==> config.mk <==
export PLATFORM = sky130hd
export DESIGN_NAME = srtf_tick_scheduler
export DESIGN_NICKNAME = d
export VERILOG_FILES = /design/src/hw/rtl/srtf_pkg.sv /design/src/hw/rtl/srtf_ram.sv /design/src/hw/rtl/srtf_tick_scheduler.sv
export SDC_FILE = /design/constraint.sdc
export NUM_CORES = 2
export LEC_CHECK = 0
export BUFFER_PORTS_ARGS = -buffer_cell sky130_fd_sc_hd__buf_2
export CAP_MARGIN = 5
export CORE_MARGIN = 2
export CORE_UTILIZATION = 40
export DETAILED_ROUTE_END_ITERATION = 7
export SLEW_MARGIN = 40
export SYNTH_ARGS = -nofsm -noshare
export SYNTH_HDL_FRONTEND = slang
export SYNTH_SLANG_ARGS = --single-unit
==> constraint.sdc <==
create_clock -name clk -period 6.55 [get_ports clk]
set_input_delay 0.9825 -clock clk [delete_from_list [all_inputs] [get_ports clk]]
set_output_delay 0.9825 -clock clk [all_outputs]
set_load 0.02 [all_outputs]
==> src/hw/rtl/srtf_pkg.sv <==
// Shared types and constants of the shortest-remaining-time-first tick scheduler.
`timescale 1ns / 1ps
`default_nettype none

package srtf_pkg;

  localparam logic ACT_LOAD = 1'b0;
  localparam logic ACT_TICK = 1'b1;

  localparam logic CFG_IDX_PROCESS_COUNT = 1'b0;
  localparam logic [4:0] PROC_COUNT_RESET = 5'd1;

  typedef struct packed {
    logic        action;
    logic [3:0]  slot;
    logic [15:0] burst_time;
    logic [15:0] arrival_time;
  } in_word_t;

  typedef struct packed {
    logic [31:0] tick_time;
    logic [3:0]  running_slot;
    logic        idle;
    logic        completed;
    logic [31:0] wait_time;
    logic [31:0] turnaround_time;
  } out_word_t;

  typedef struct packed {
    logic [15:0] rem;
    logic [15:0] arr;
    logic [15:0] burst;
  } proc_ent_t;

  typedef enum logic [1:0] {
    ST_IDLE,
    ST_SCAN,
    ST_FIN
  } state_t;

endpackage

`default_nettype wire

==> src/hw/rtl/srtf_ram.sv <==
// Generic simple dual-port RAM: one write port, one registered read port.
`timescale 1ns / 1ps
`default_nettype none

module srtf_ram #(
  parameter int WIDTH = 32,
  parameter int DEPTH = 16
) (
  input  wire logic                     clk,
  input  wire logic                     we,
  input  wire logic [$clog2(DEPTH)-1:0] waddr,
  input  wire logic [WIDTH-1:0]         wdata,
  input  wire logic [$clog2(DEPTH)-1:0] raddr,
  output logic      [WIDTH-1:0]         rdata
);

  logic [WIDTH-1:0] mem [DEPTH];

  always_ff @(posedge clk) begin
    if (we) begin
      mem[waddr] <= wdata;
    end
    rdata <= mem[raddr];
  end

endmodule

`default_nettype wire

==> src/hw/rtl/srtf_tick_scheduler.sv <==
// Top level of the shortest-remaining-time-first tick scheduler.
`timescale 1ns / 1ps
`default_nettype none

// A load word writes one slot and the next word may follow at once.
// A tick word walks the slots in use one per cycle through a single compare unit,
// reading burst/arrival/remaining and wait entries from two RAMs, then, in the
// write-back state, writes back the chosen slot and forms the result. The input is
// stalled from the accept of a tick until the write-back is done; the result
// sits in an output register, and write-back waits only while that register is
// full and out_stall is high. Wait counts of waiting slots are bumped during the walk itself.
// There is no clearing pass: slots are pending only after a load.

module srtf_tick_scheduler #(
  parameter int MAX_PROCS = 16
) (
  input  wire logic               clk,
  input  wire logic               rst_n,
  input  wire logic               in_valid,
  output logic                    in_stall,
  input  wire srtf_pkg::in_word_t in_data,
  output logic                    out_valid,
  input  wire logic               out_stall,
  output srtf_pkg::out_word_t     out_data,
  input  wire logic               psel,
  input  wire logic               penable,
  input  wire logic               pwrite,
  input  wire logic [2:0]         paddr,
  input  wire logic [31:0]        pwdata,
  output logic      [31:0]        prdata,
  output logic                    pready
);

  localparam int AW = $clog2(MAX_PROCS);
  localparam int CW = $clog2(MAX_PROCS + 1);
  localparam int EW = $bits(srtf_pkg::proc_ent_t);

  srtf_pkg::state_t    state_r, state_nxt;
  logic [CW-1:0]       rd_idx_r, rd_idx_nxt;
  logic [CW-1:0]       cnt_r, cnt_nxt;
  logic                chk_vld_r, chk_vld_nxt;
  logic [AW-1:0]       chk_idx_r, chk_idx_nxt;
  logic                found_r, found_nxt;
  logic [AW-1:0]       best_idx_r, best_idx_nxt;
  srtf_pkg::proc_ent_t best_ent_r, best_ent_nxt;
  logic [31:0]         best_wait_r, best_wait_nxt;
  logic [31:0]         current_tick_r, current_tick_nxt;
  logic [MAX_PROCS-1:0] done_r, done_nxt;
  logic [4:0]          pc_r, pc_nxt;
  logic                out_valid_r, out_valid_nxt;
  srtf_pkg::out_word_t out_r, out_nxt;

  logic                ent_we;
  logic [AW-1:0]       ent_waddr;
  srtf_pkg::proc_ent_t ent_wdata;
  srtf_pkg::proc_ent_t ent_rd;
  logic                wt_we;
  logic [AW-1:0]       wt_waddr;
  logic [31:0]         wt_wdata;
  logic [31:0]         wt_rd;
  logic [AW-1:0]       raddr;

  logic                in_acc;
  logic                cfg_wr;
  logic [6:0]          slot_w;
  logic [6:0]          pc_w;
  logic [6:0]          cnt7;
  logic [6:0]          best_idx_w;
  logic                elig;
  logic                go;
  logic [15:0]         rem_dec;
  logic                fin;
  logic [32:0]         tat_sum;

  srtf_ram #(.WIDTH(EW), .DEPTH(MAX_PROCS)) u_ent_ram (
    .clk   (clk),
    .we    (ent_we),
    .waddr (ent_waddr),
    .wdata (ent_wdata),
    .raddr (raddr),
    .rdata (ent_rd)
  );

  srtf_ram #(.WIDTH(32), .DEPTH(MAX_PROCS)) u_wait_ram (
    .clk   (clk),
    .we    (wt_we),
    .waddr (wt_waddr),
    .wdata (wt_wdata),
    .raddr (raddr),
    .rdata (wt_rd)
  );

  assign pready    = 1'b1;
  assign cfg_wr    = psel && penable && pwrite;
  assign prdata    = (paddr[2] == srtf_pkg::CFG_IDX_PROCESS_COUNT) ? {27'd0, pc_r} : 32'd0;
  assign in_stall  = (state_r != srtf_pkg::ST_IDLE);
  assign in_acc    = in_valid && !in_stall;
  assign out_valid = out_valid_r;
  assign out_data  = out_r;

  assign slot_w     = {3'd0, in_data.slot};
  assign pc_w       = {2'd0, pc_r};
  assign cnt7       = (pc_w > 7'(MAX_PROCS)) ? 7'(MAX_PROCS) : pc_w;
  assign best_idx_w = 7'(best_idx_r);
  assign raddr      = rd_idx_r[AW-1:0];
  assign elig       = chk_vld_r && !done_r[chk_idx_r] &&
                      ({16'd0, ent_rd.arr} <= current_tick_r);
  assign go         = !out_valid_r || !out_stall;
  assign rem_dec    = best_ent_r.rem - 16'd1;
  assign fin        = found_r && (rem_dec == 16'd0);
  assign tat_sum    = {1'b0, best_wait_r} + {17'd0, best_ent_r.burst};

  always_comb begin
    state_nxt        = state_r;
    rd_idx_nxt       = rd_idx_r;
    cnt_nxt          = cnt_r;
    chk_vld_nxt      = 1'b0;
    chk_idx_nxt      = chk_idx_r;
    found_nxt        = found_r;
    best_idx_nxt     = best_idx_r;
    best_ent_nxt     = best_ent_r;
    best_wait_nxt    = best_wait_r;
    current_tick_nxt = current_tick_r;
    done_nxt         = done_r;
    pc_nxt           = pc_r;
    out_valid_nxt    = out_valid_r && out_stall;
    out_nxt          = out_r;
    ent_we           = 1'b0;
    ent_waddr        = best_idx_r;
    ent_wdata        = best_ent_r;
    wt_we            = 1'b0;
    wt_waddr         = chk_idx_r;
    wt_wdata         = (wt_rd == 32'hFFFF_FFFF) ? wt_rd : wt_rd + 32'd1;

    if (cfg_wr && paddr[2] == srtf_pkg::CFG_IDX_PROCESS_COUNT) begin
      pc_nxt = pwdata[4:0];
    end

    unique case (state_r)
      srtf_pkg::ST_IDLE: begin
        if (in_acc && in_data.action == srtf_pkg::ACT_LOAD) begin
          if (slot_w < 7'(MAX_PROCS)) begin
            ent_we          = 1'b1;
            ent_waddr       = slot_w[AW-1:0];
            ent_wdata.rem   = in_data.burst_time;
            ent_wdata.arr   = in_data.arrival_time;
            ent_wdata.burst = in_data.burst_time;
            wt_we           = 1'b1;
            wt_waddr        = slot_w[AW-1:0];
            wt_wdata        = 32'd0;
            done_nxt[slot_w[AW-1:0]] = (in_data.burst_time == 16'd0);
          end
        end else if (in_acc) begin
          state_nxt  = srtf_pkg::ST_SCAN;
          rd_idx_nxt = '0;
          cnt_nxt    = CW'(cnt7);
          found_nxt  = 1'b0;
        end
      end
      srtf_pkg::ST_SCAN: begin
        if (rd_idx_r != cnt_r) begin
          rd_idx_nxt  = rd_idx_r + CW'(1);
          chk_vld_nxt = 1'b1;
          chk_idx_nxt = rd_idx_r[AW-1:0];
        end else begin
          state_nxt = srtf_pkg::ST_FIN;
        end
        if (elig) begin
          wt_we = 1'b1;
          if (!found_r || ent_rd.rem < best_ent_r.rem) begin
            found_nxt     = 1'b1;
            best_idx_nxt  = chk_idx_r;
            best_ent_nxt  = ent_rd;
            best_wait_nxt = wt_rd;
          end
        end
      end
      srtf_pkg::ST_FIN: begin
        if (go) begin
          state_nxt = srtf_pkg::ST_IDLE;
          if (found_r) begin
            ent_we        = 1'b1;
            ent_wdata.rem = rem_dec;
            // undo the bump the running slot got during the walk
            wt_we         = 1'b1;
            wt_waddr      = best_idx_r;
            wt_wdata      = best_wait_r;
          end
          if (fin) begin
            done_nxt[best_idx_r] = 1'b1;
          end
          out_valid_nxt           = 1'b1;
          out_nxt.tick_time       = current_tick_r;
          out_nxt.running_slot    = found_r ? best_idx_w[3:0] : 4'd0;
          out_nxt.idle            = !found_r;
          out_nxt.completed       = fin;
          out_nxt.wait_time       = fin ? best_wait_r : 32'd0;
          out_nxt.turnaround_time = !fin ? 32'd0 :
                                    (tat_sum[32] ? 32'hFFFF_FFFF : tat_sum[31:0]);
          current_tick_nxt = (current_tick_r == 32'hFFFF_FFFF) ?
                             current_tick_r : current_tick_r + 32'd1;
        end
      end
      default: begin
        state_nxt = srtf_pkg::ST_IDLE;
      end
    endcase
  end

  always_ff @(posedge clk) begin
    if (!rst_n) begin
      state_r        <= srtf_pkg::ST_IDLE;
      rd_idx_r       <= '0;
      cnt_r          <= '0;
      chk_vld_r      <= 1'b0;
      found_r        <= 1'b0;
      current_tick_r <= 32'd0;
      done_r         <= '1;
      pc_r           <= srtf_pkg::PROC_COUNT_RESET;
      out_valid_r    <= 1'b0;
    end else begin
      state_r        <= state_nxt;
      rd_idx_r       <= rd_idx_nxt;
      cnt_r          <= cnt_nxt;
      chk_vld_r      <= chk_vld_nxt;
      found_r        <= found_nxt;
      current_tick_r <= current_tick_nxt;
      done_r         <= done_nxt;
      pc_r           <= pc_nxt;
      out_valid_r    <= out_valid_nxt;
    end
  end

  always_ff @(posedge clk) begin
    chk_idx_r   <= chk_idx_nxt;
    best_idx_r  <= best_idx_nxt;
    best_ent_r  <= best_ent_nxt;
    best_wait_r <= best_wait_nxt;
    out_r       <= out_nxt;
  end

  a_rose_from_fin: assert property (@(posedge clk) disable iff (!rst_n)
    $rose(out_valid_r) |-> $past(state_r == srtf_pkg::ST_FIN))
    else $error("result raised outside write-back");

  a_done_not_idle: assert property (@(posedge clk) disable iff (!rst_n)
    out_valid_r && out_r.completed |-> !out_r.idle)
    else $error("completion reported on idle tick");

  a_scan_bound: assert property (@(posedge clk) disable iff (!rst_n)
    state_r == srtf_pkg::ST_SCAN |-> rd_idx_r <= cnt_r)
    else $error("scan index past slot count");

  a_tick_mono: assert property (@(posedge clk) disable iff (!rst_n)
    $past(rst_n) |-> current_tick_r >= $past(current_tick_r))
    else $error("tick counter went backward");

  a_scan_stall: assert property (@(posedge clk) disable iff (!rst_n)
    state_r == srtf_pkg::ST_SCAN && $past(state_r == srtf_pkg::ST_IDLE) |->
    $past(in_valid) && $past(in_data.action == srtf_pkg::ACT_TICK))
    else $error("scan started without a tick word");

endmodule

`default_nettype wire
# == Word level (Yosys, flattened, before mapping) ==
# Memory sizes are Yosys's and may differ from the RTL's. A register that Yosys moved wholly into a read port is not among the register bits.
# Cells that the tools add are included.
# totals
reg_bits,258
ramBits,1280
input_bits,79
out_inout_bits,137
word_cells,154
mem_count,2
# op_classes
addsub,5
order_cmp,9
n_eq_ne,15
mux,63
n_bitwise,5
reduce_logical,34
# memory_table
memory,depth,word_bits,read_ports,rd_ports_with_merged_regs,write_ports,line,text
u_ent_ram.mem,16,48,1,1,1,srtf_ram.sv:17,logic [WIDTH-1:0] mem [DEPTH];
u_wait_ram.mem,16,32,1,1,1,srtf_ram.sv:17,
# op_table
operator,count
$mux W32,7
$mux W16,6
$mux W48,2
$add A32 B1 Y32 const B,2
$eq A32 B32 Y1 const B,2
$pmux W16 S2,2
$pmux W32 S2,1
$add A32 B16 Y33,1
$le A16 B32 Y1,1
$logic_not A16 Y1,2
$mux W4,7
$mux W5,5
$lt A4 B5 Y1 const B,4
$ne A2 B2 Y1 const B,10
$mux W1,19
$bwmux W16,1
$lt A16 B16 Y1,1
$or A16 B16 Y16,1
$sub A16 B1 Y16 const B,1
$logic_and A1 B1 Y1,11
$pmux W5 S2,1
$reduce_and A5 Y1,2
$reduce_and A3 Y1,3
$demux W1 S4,2
other kinds (19),37

# == Depth between registers and ports, before layout ==
# depth
word_depth,9
depth_mapped,12
depth_no_buf,11

# == Modules after synthesis ==
# Synthesis repeated with hierarchy kept, for this count alone.
# unflattened
hier_cells,3520
area_unflattened_um2,63748.6
# modules_own_cells
module,n_inst,cells_each,area_per_inst_um2,seq_area_each_um2
srtf_ram (u_ent_ram),1,1242,29691.0,24023.0
srtf_ram (u_wait_ram),1,838,19835.3,16015.4
srtf_tick_scheduler,1,1440,14222.4,7066.8

# == Worst setup path before layout ==
# OpenSTA, ideal clock, no wires.
# synth_timing
kind,reg-to-reg
from,register chk_idx_r[0]
to,"register best_ent_r[0] (netlist name), enable pin"
setup_time_ps,577
t_arrival_ps,6058
required_ps,5973
setup_slack_ps,-85
path_stages_with_launch,7
n_path_buf,1
period_less_slack_ps,6635
path_cell_list,edfxtp_1 -> buf_2 -> mux4_2 -> mux4_2 -> a211oi_2 -> o211ai_1 -> a31oi_1
# synth_via
elab_chain_cells,6
# synth_rtl
item,line,text
"start, declared",srtf_tick_scheduler.sv:42,"logic [AW-1:0] chk_idx_r, chk_idx_nxt;"
"start signal, assigned",srtf_tick_scheduler.sv:235,chk_idx_r <= chk_idx_nxt;
$bmux W1 S4,srtf_tick_scheduler.sv:106,assign elig = chk_vld_r && !done_r[chk_idx_r] &&
$mux W1 (not written as such),srtf_tick_scheduler.sv:106,
$logic_not A1 Y1,srtf_tick_scheduler.sv:106,
$logic_and A1 B1 Y1 (2 in a row),srtf_tick_scheduler.sv:106,
$reduce_and A3 Y1 (no source line),n/a,
"end signal, assigned",srtf_tick_scheduler.sv:237,best_ent_r <= best_ent_nxt;
"end, declared",srtf_tick_scheduler.sv:45,"srtf_pkg::proc_ent_t best_ent_r, best_ent_nxt;"
# No other way between the ends. The select of a mux whose other input is x is not followed.
# A chain may end at the register's enable or synchronous reset.

# == Worst setup path in the final report ==
# layout_timing
from,register found_r
to,"memory u_wait_ram.mem[8][18] (netlist: u_wait_ram.mem[4][18]), enable pin"
# layout_via
elab_chain_cells,5
word_cells_on_any_way,8
classes_between,8 x mux
# layout_rtl
item,line,text
"start, declared",srtf_tick_scheduler.sv:43,"logic found_r, found_nxt;"
"start signal, assigned",srtf_tick_scheduler.sv:226,found_r <= found_nxt;
$mux W1,srtf_tick_scheduler.sv:181,if (found_r) begin
$mux W1,srtf_tick_scheduler.sv:179,if (go) begin
$pmux W1 S3,srtf_tick_scheduler.sv:139,unique case (state_r)
$mux W1,srtf_ram.sv:20,if (we) begin
$mux W1 (not written as such),srtf_ram.sv:21,mem[waddr] <= wdata;
"end, declared",srtf_ram.sv:17,
# Parallel ways exist; a longest one is shown, timed or not.

==> impl_results.md <==
- Cell Area, Synth: about 64000 um2
- CP Cell Sequence: nand2_1 -> nor2_4 -> nor2_1 -> a221oi_1 -> nand2_1 -> nor4b_2 -> buf_4
- First-pass GRT wire length: ~230000 um
- DR WL/cell: 27.4 um
- Net count, final: 3728
- Ys async rst share: 0%
- Number of I/O port buffers: 158
- Final Hold Fails: 0
- Final WL: 159000 um
- Hold_buf cts: 0
- CP max FO: 32
- Vias per Instance: roughly 5.6
- CTS clock-pin slew for the worst setup and hold paths: about 0.070 ns
- Worst Path Arrival: approximately 4.5 ns
- Commonest non-fill, non-tap cell in the layout: edfxtp_1
- Yosys top cell area share: 69.5%
- Largest net degree at the start of global routing: 123
- Vias: 32700
- Die Span Y: 402 um
- Largest cells by area after synthesis: edfxtp_1, mux4_2, dfxtp_1, nand2_1, ha_1
- Final core area utilization: a little under half
- Synth area leader: edfxtp_1
- Initial antenna violation count: 10
- Required @ worst endpoint: ~7.0 ns
- Worst slew pin tran: 0.920 ns
- Max Root-Sink Buffers: 3
- Min-delay worst type: reg -> reg
- Leakage power: 23.2 nW
- Setup crit end kind: flop
- Top FF cell, synth: edfxtp_1
- Slew Viols, Final: 0
- Min Hold Slack: approximately 0.4 ns
- RSZ-0062 raised after global routing: no
- Post-Synthesis Cells: 3303
- Period utilisation layout: between 60 and 70%
- Synth Area per Inst: just under 20 um2
- Distinct cells, synth: between 70 and 80
- Initial DRC count: between 3000 and 4000
- Die ar.: between 150000 and 200000 um2
- Initial Util: between 40% and 50%
- Commonest cells after routing, fill and taps aside: edfxtp_1, mux4_2, nand2_1
- Post-synthesis sequential area ratio: about 74%
- Vias in the first global route: 32800
- TritonCTS clock tree: yes
- TNS Setup: 0 ns
- Cell row count: between 100 and 150
- Tmin final: just over 4 ns
- Setup Viol. Count Final: 0
- YS warnings: 0
- Clk_lat worst skew: just over 0.8 ns
- Most frequent CP cell: nand2_1
- H-tree levels: 4
- Number of CTS-inserted buffers: between 150 and 200
- Routability cong.: around 0.85
- Post-synth EDFFs: roughly 1500
- DR DRC count: 0
- Flops & latches, synth: 1618
- First-pass DRT Iterations: 7
- Slew Limit Headroom: between 30 and 40%
- Maxcap violations: 0
- Global Route Usage Sum: a little under 20%
- CTS root buf: clkbuf_16
- Fmax: 245 MHz
- Filler instances: about 13000
- Startpoint types: flop
- R2R Setup Slk: roughly 2.5 ns
- Boundary pin count: ~220
- Post CTS Setup Buffer Count: 0
- Post_cts resized: 0
- Area grow syn2layout: 15.6%
- Dpl hpwl: between 90000 and 100000 um
- Clock Sinks: between 1500 and 2000
- Slowest cell on the critical path: dfxtp_1
- Fraction of final layout cells sized beyond drive strength 1: a little over a quarter
- Worst Skew: 0.0533 ns
- Chip Width: around 400 um
- Remaining antenna violation count: 0
- Peak supply drop: around 270 uV
- Status: finished clean
- WS Path Type: reg -> reg
- Crit-path max cell delay: 0.75 ns
- Power Dens Cells: 290 nW/um2
- Gr ovfl total: 0
- Core ar.: between 150000 and 200000 um2
==> final cells by class <==
cell class | count | area (um2) | share of cell area [%]
inverters | 52 | 203 | 0.276
diodes | 4 | 10.0 | 0.0136
multi-input cells | 1481 | 15900 | 21.6
clock inverters | 90 | 1020 | 1.39
clock buffers | 218 | 4440 | 6.04
well taps | 2072 | 2590 | 3.53
flip-flops and latches | 1618 | 47100 | 64.2
repair buffers | 278 | 2160 | 2.95
==> cells in the mapped netlist (all sizes together), types with 15 or more instances <==
library cell / count
edfxtp: 1470
mux4: 405
nand2: 212
dfxtp: 148
nor2: 120
clkbuf: 104
a21oi: 91
buf: 74
o21ai: 70
nand3: 53
nor3: 53
ha: 52
inv: 52
and2: 43
xnor2: 39
xor2: 38
nand4: 27
o31ai: 26
a31oi: 21
nor4: 20
and4: 16
a211oi: 15
nor2b: 15
==> power by group <==
group          switching (mW)  internal [mW]
Clock                    4.03           5.38
Sequential             0.0357           11.3
Combinational           0.368          0.153
Total                    4.44           16.9
==> per-layer routing <==
metal	wire length [um]	part of all wire, %	up-vias	global-route usage (%)
met5	31	0.019	-	0
met4	3100	1.9	6	4.72
met3	12300	7.7	216	4.25
met2	75700	48	1316	31.2
met1	68000	43	17200	27.9
li1	-	-	14000	-
==> flip-flops by register name, indices dropped and copies added, names as in the netlist, 5 cells and up <==
name,count
u_ent_ram.mem,768
u_wait_ram.mem,512
out_data,102
best_ent_r,48
u_ent_ram.rdata,48
best_wait_r,32
current_tick_r,32
u_wait_ram.rdata,32
done_r,16
cnt_r,5
pc_r,5
rd_idx_r,5
==> path summary, 6_finish.rpt <==
path,cells after the start,to,from
setup / recovery,7,u_wait_ram.mem[4][18],found_r
hold / removal,0,best_ent_r[15],u_ent_ram.rdata[15]
setup reg to reg,7,u_wait_ram.mem[4][18],found_r
hold reg to reg,0,best_ent_r[15],u_ent_ram.rdata[15]
==> worst max-delay path: cells and delay by family, from the launching register on <==
family	cells	cell delay, ns
and+or+nand+nor	5	1.66
DFF	1	0.75
buffers and inverters	1	0.60
AOI/OAI and AO/OA	1	0.66
==> metrics by stage <==
step	worst slack (ns)	std cells	area [um2]	power (mW)
2_1_floorplan	0.420	3329	63600	11.9
3_3_place_gp	1.77	5475	67400	12.1
3_5_place_dp	2.14	5500	68000	12.1
4_1_cts	2.57	5808	73400	21.5
5_1_grt	2.37	5809	73400	21.9
6_report	2.46	5813	73500	21.3
==> cell families (layout without fill, tap and decap cells) <==
logic type	count (synthesis)	after routing	share of synthesized area (%)
flip-flops	1618	1618	74.2
AND/OR/NAND/NOR	620	620	4.82
multiplexers	413	413	14.5
AO/OA/AOI/OAI	290	290	2.84
buffers and inverters	230	638	1.55
XOR/XNOR	77	77	1.06
adder cells (fa/ha/maj)	53	53	1.06
other	2	32	0.0118
(Power assumes the default switching activity.)
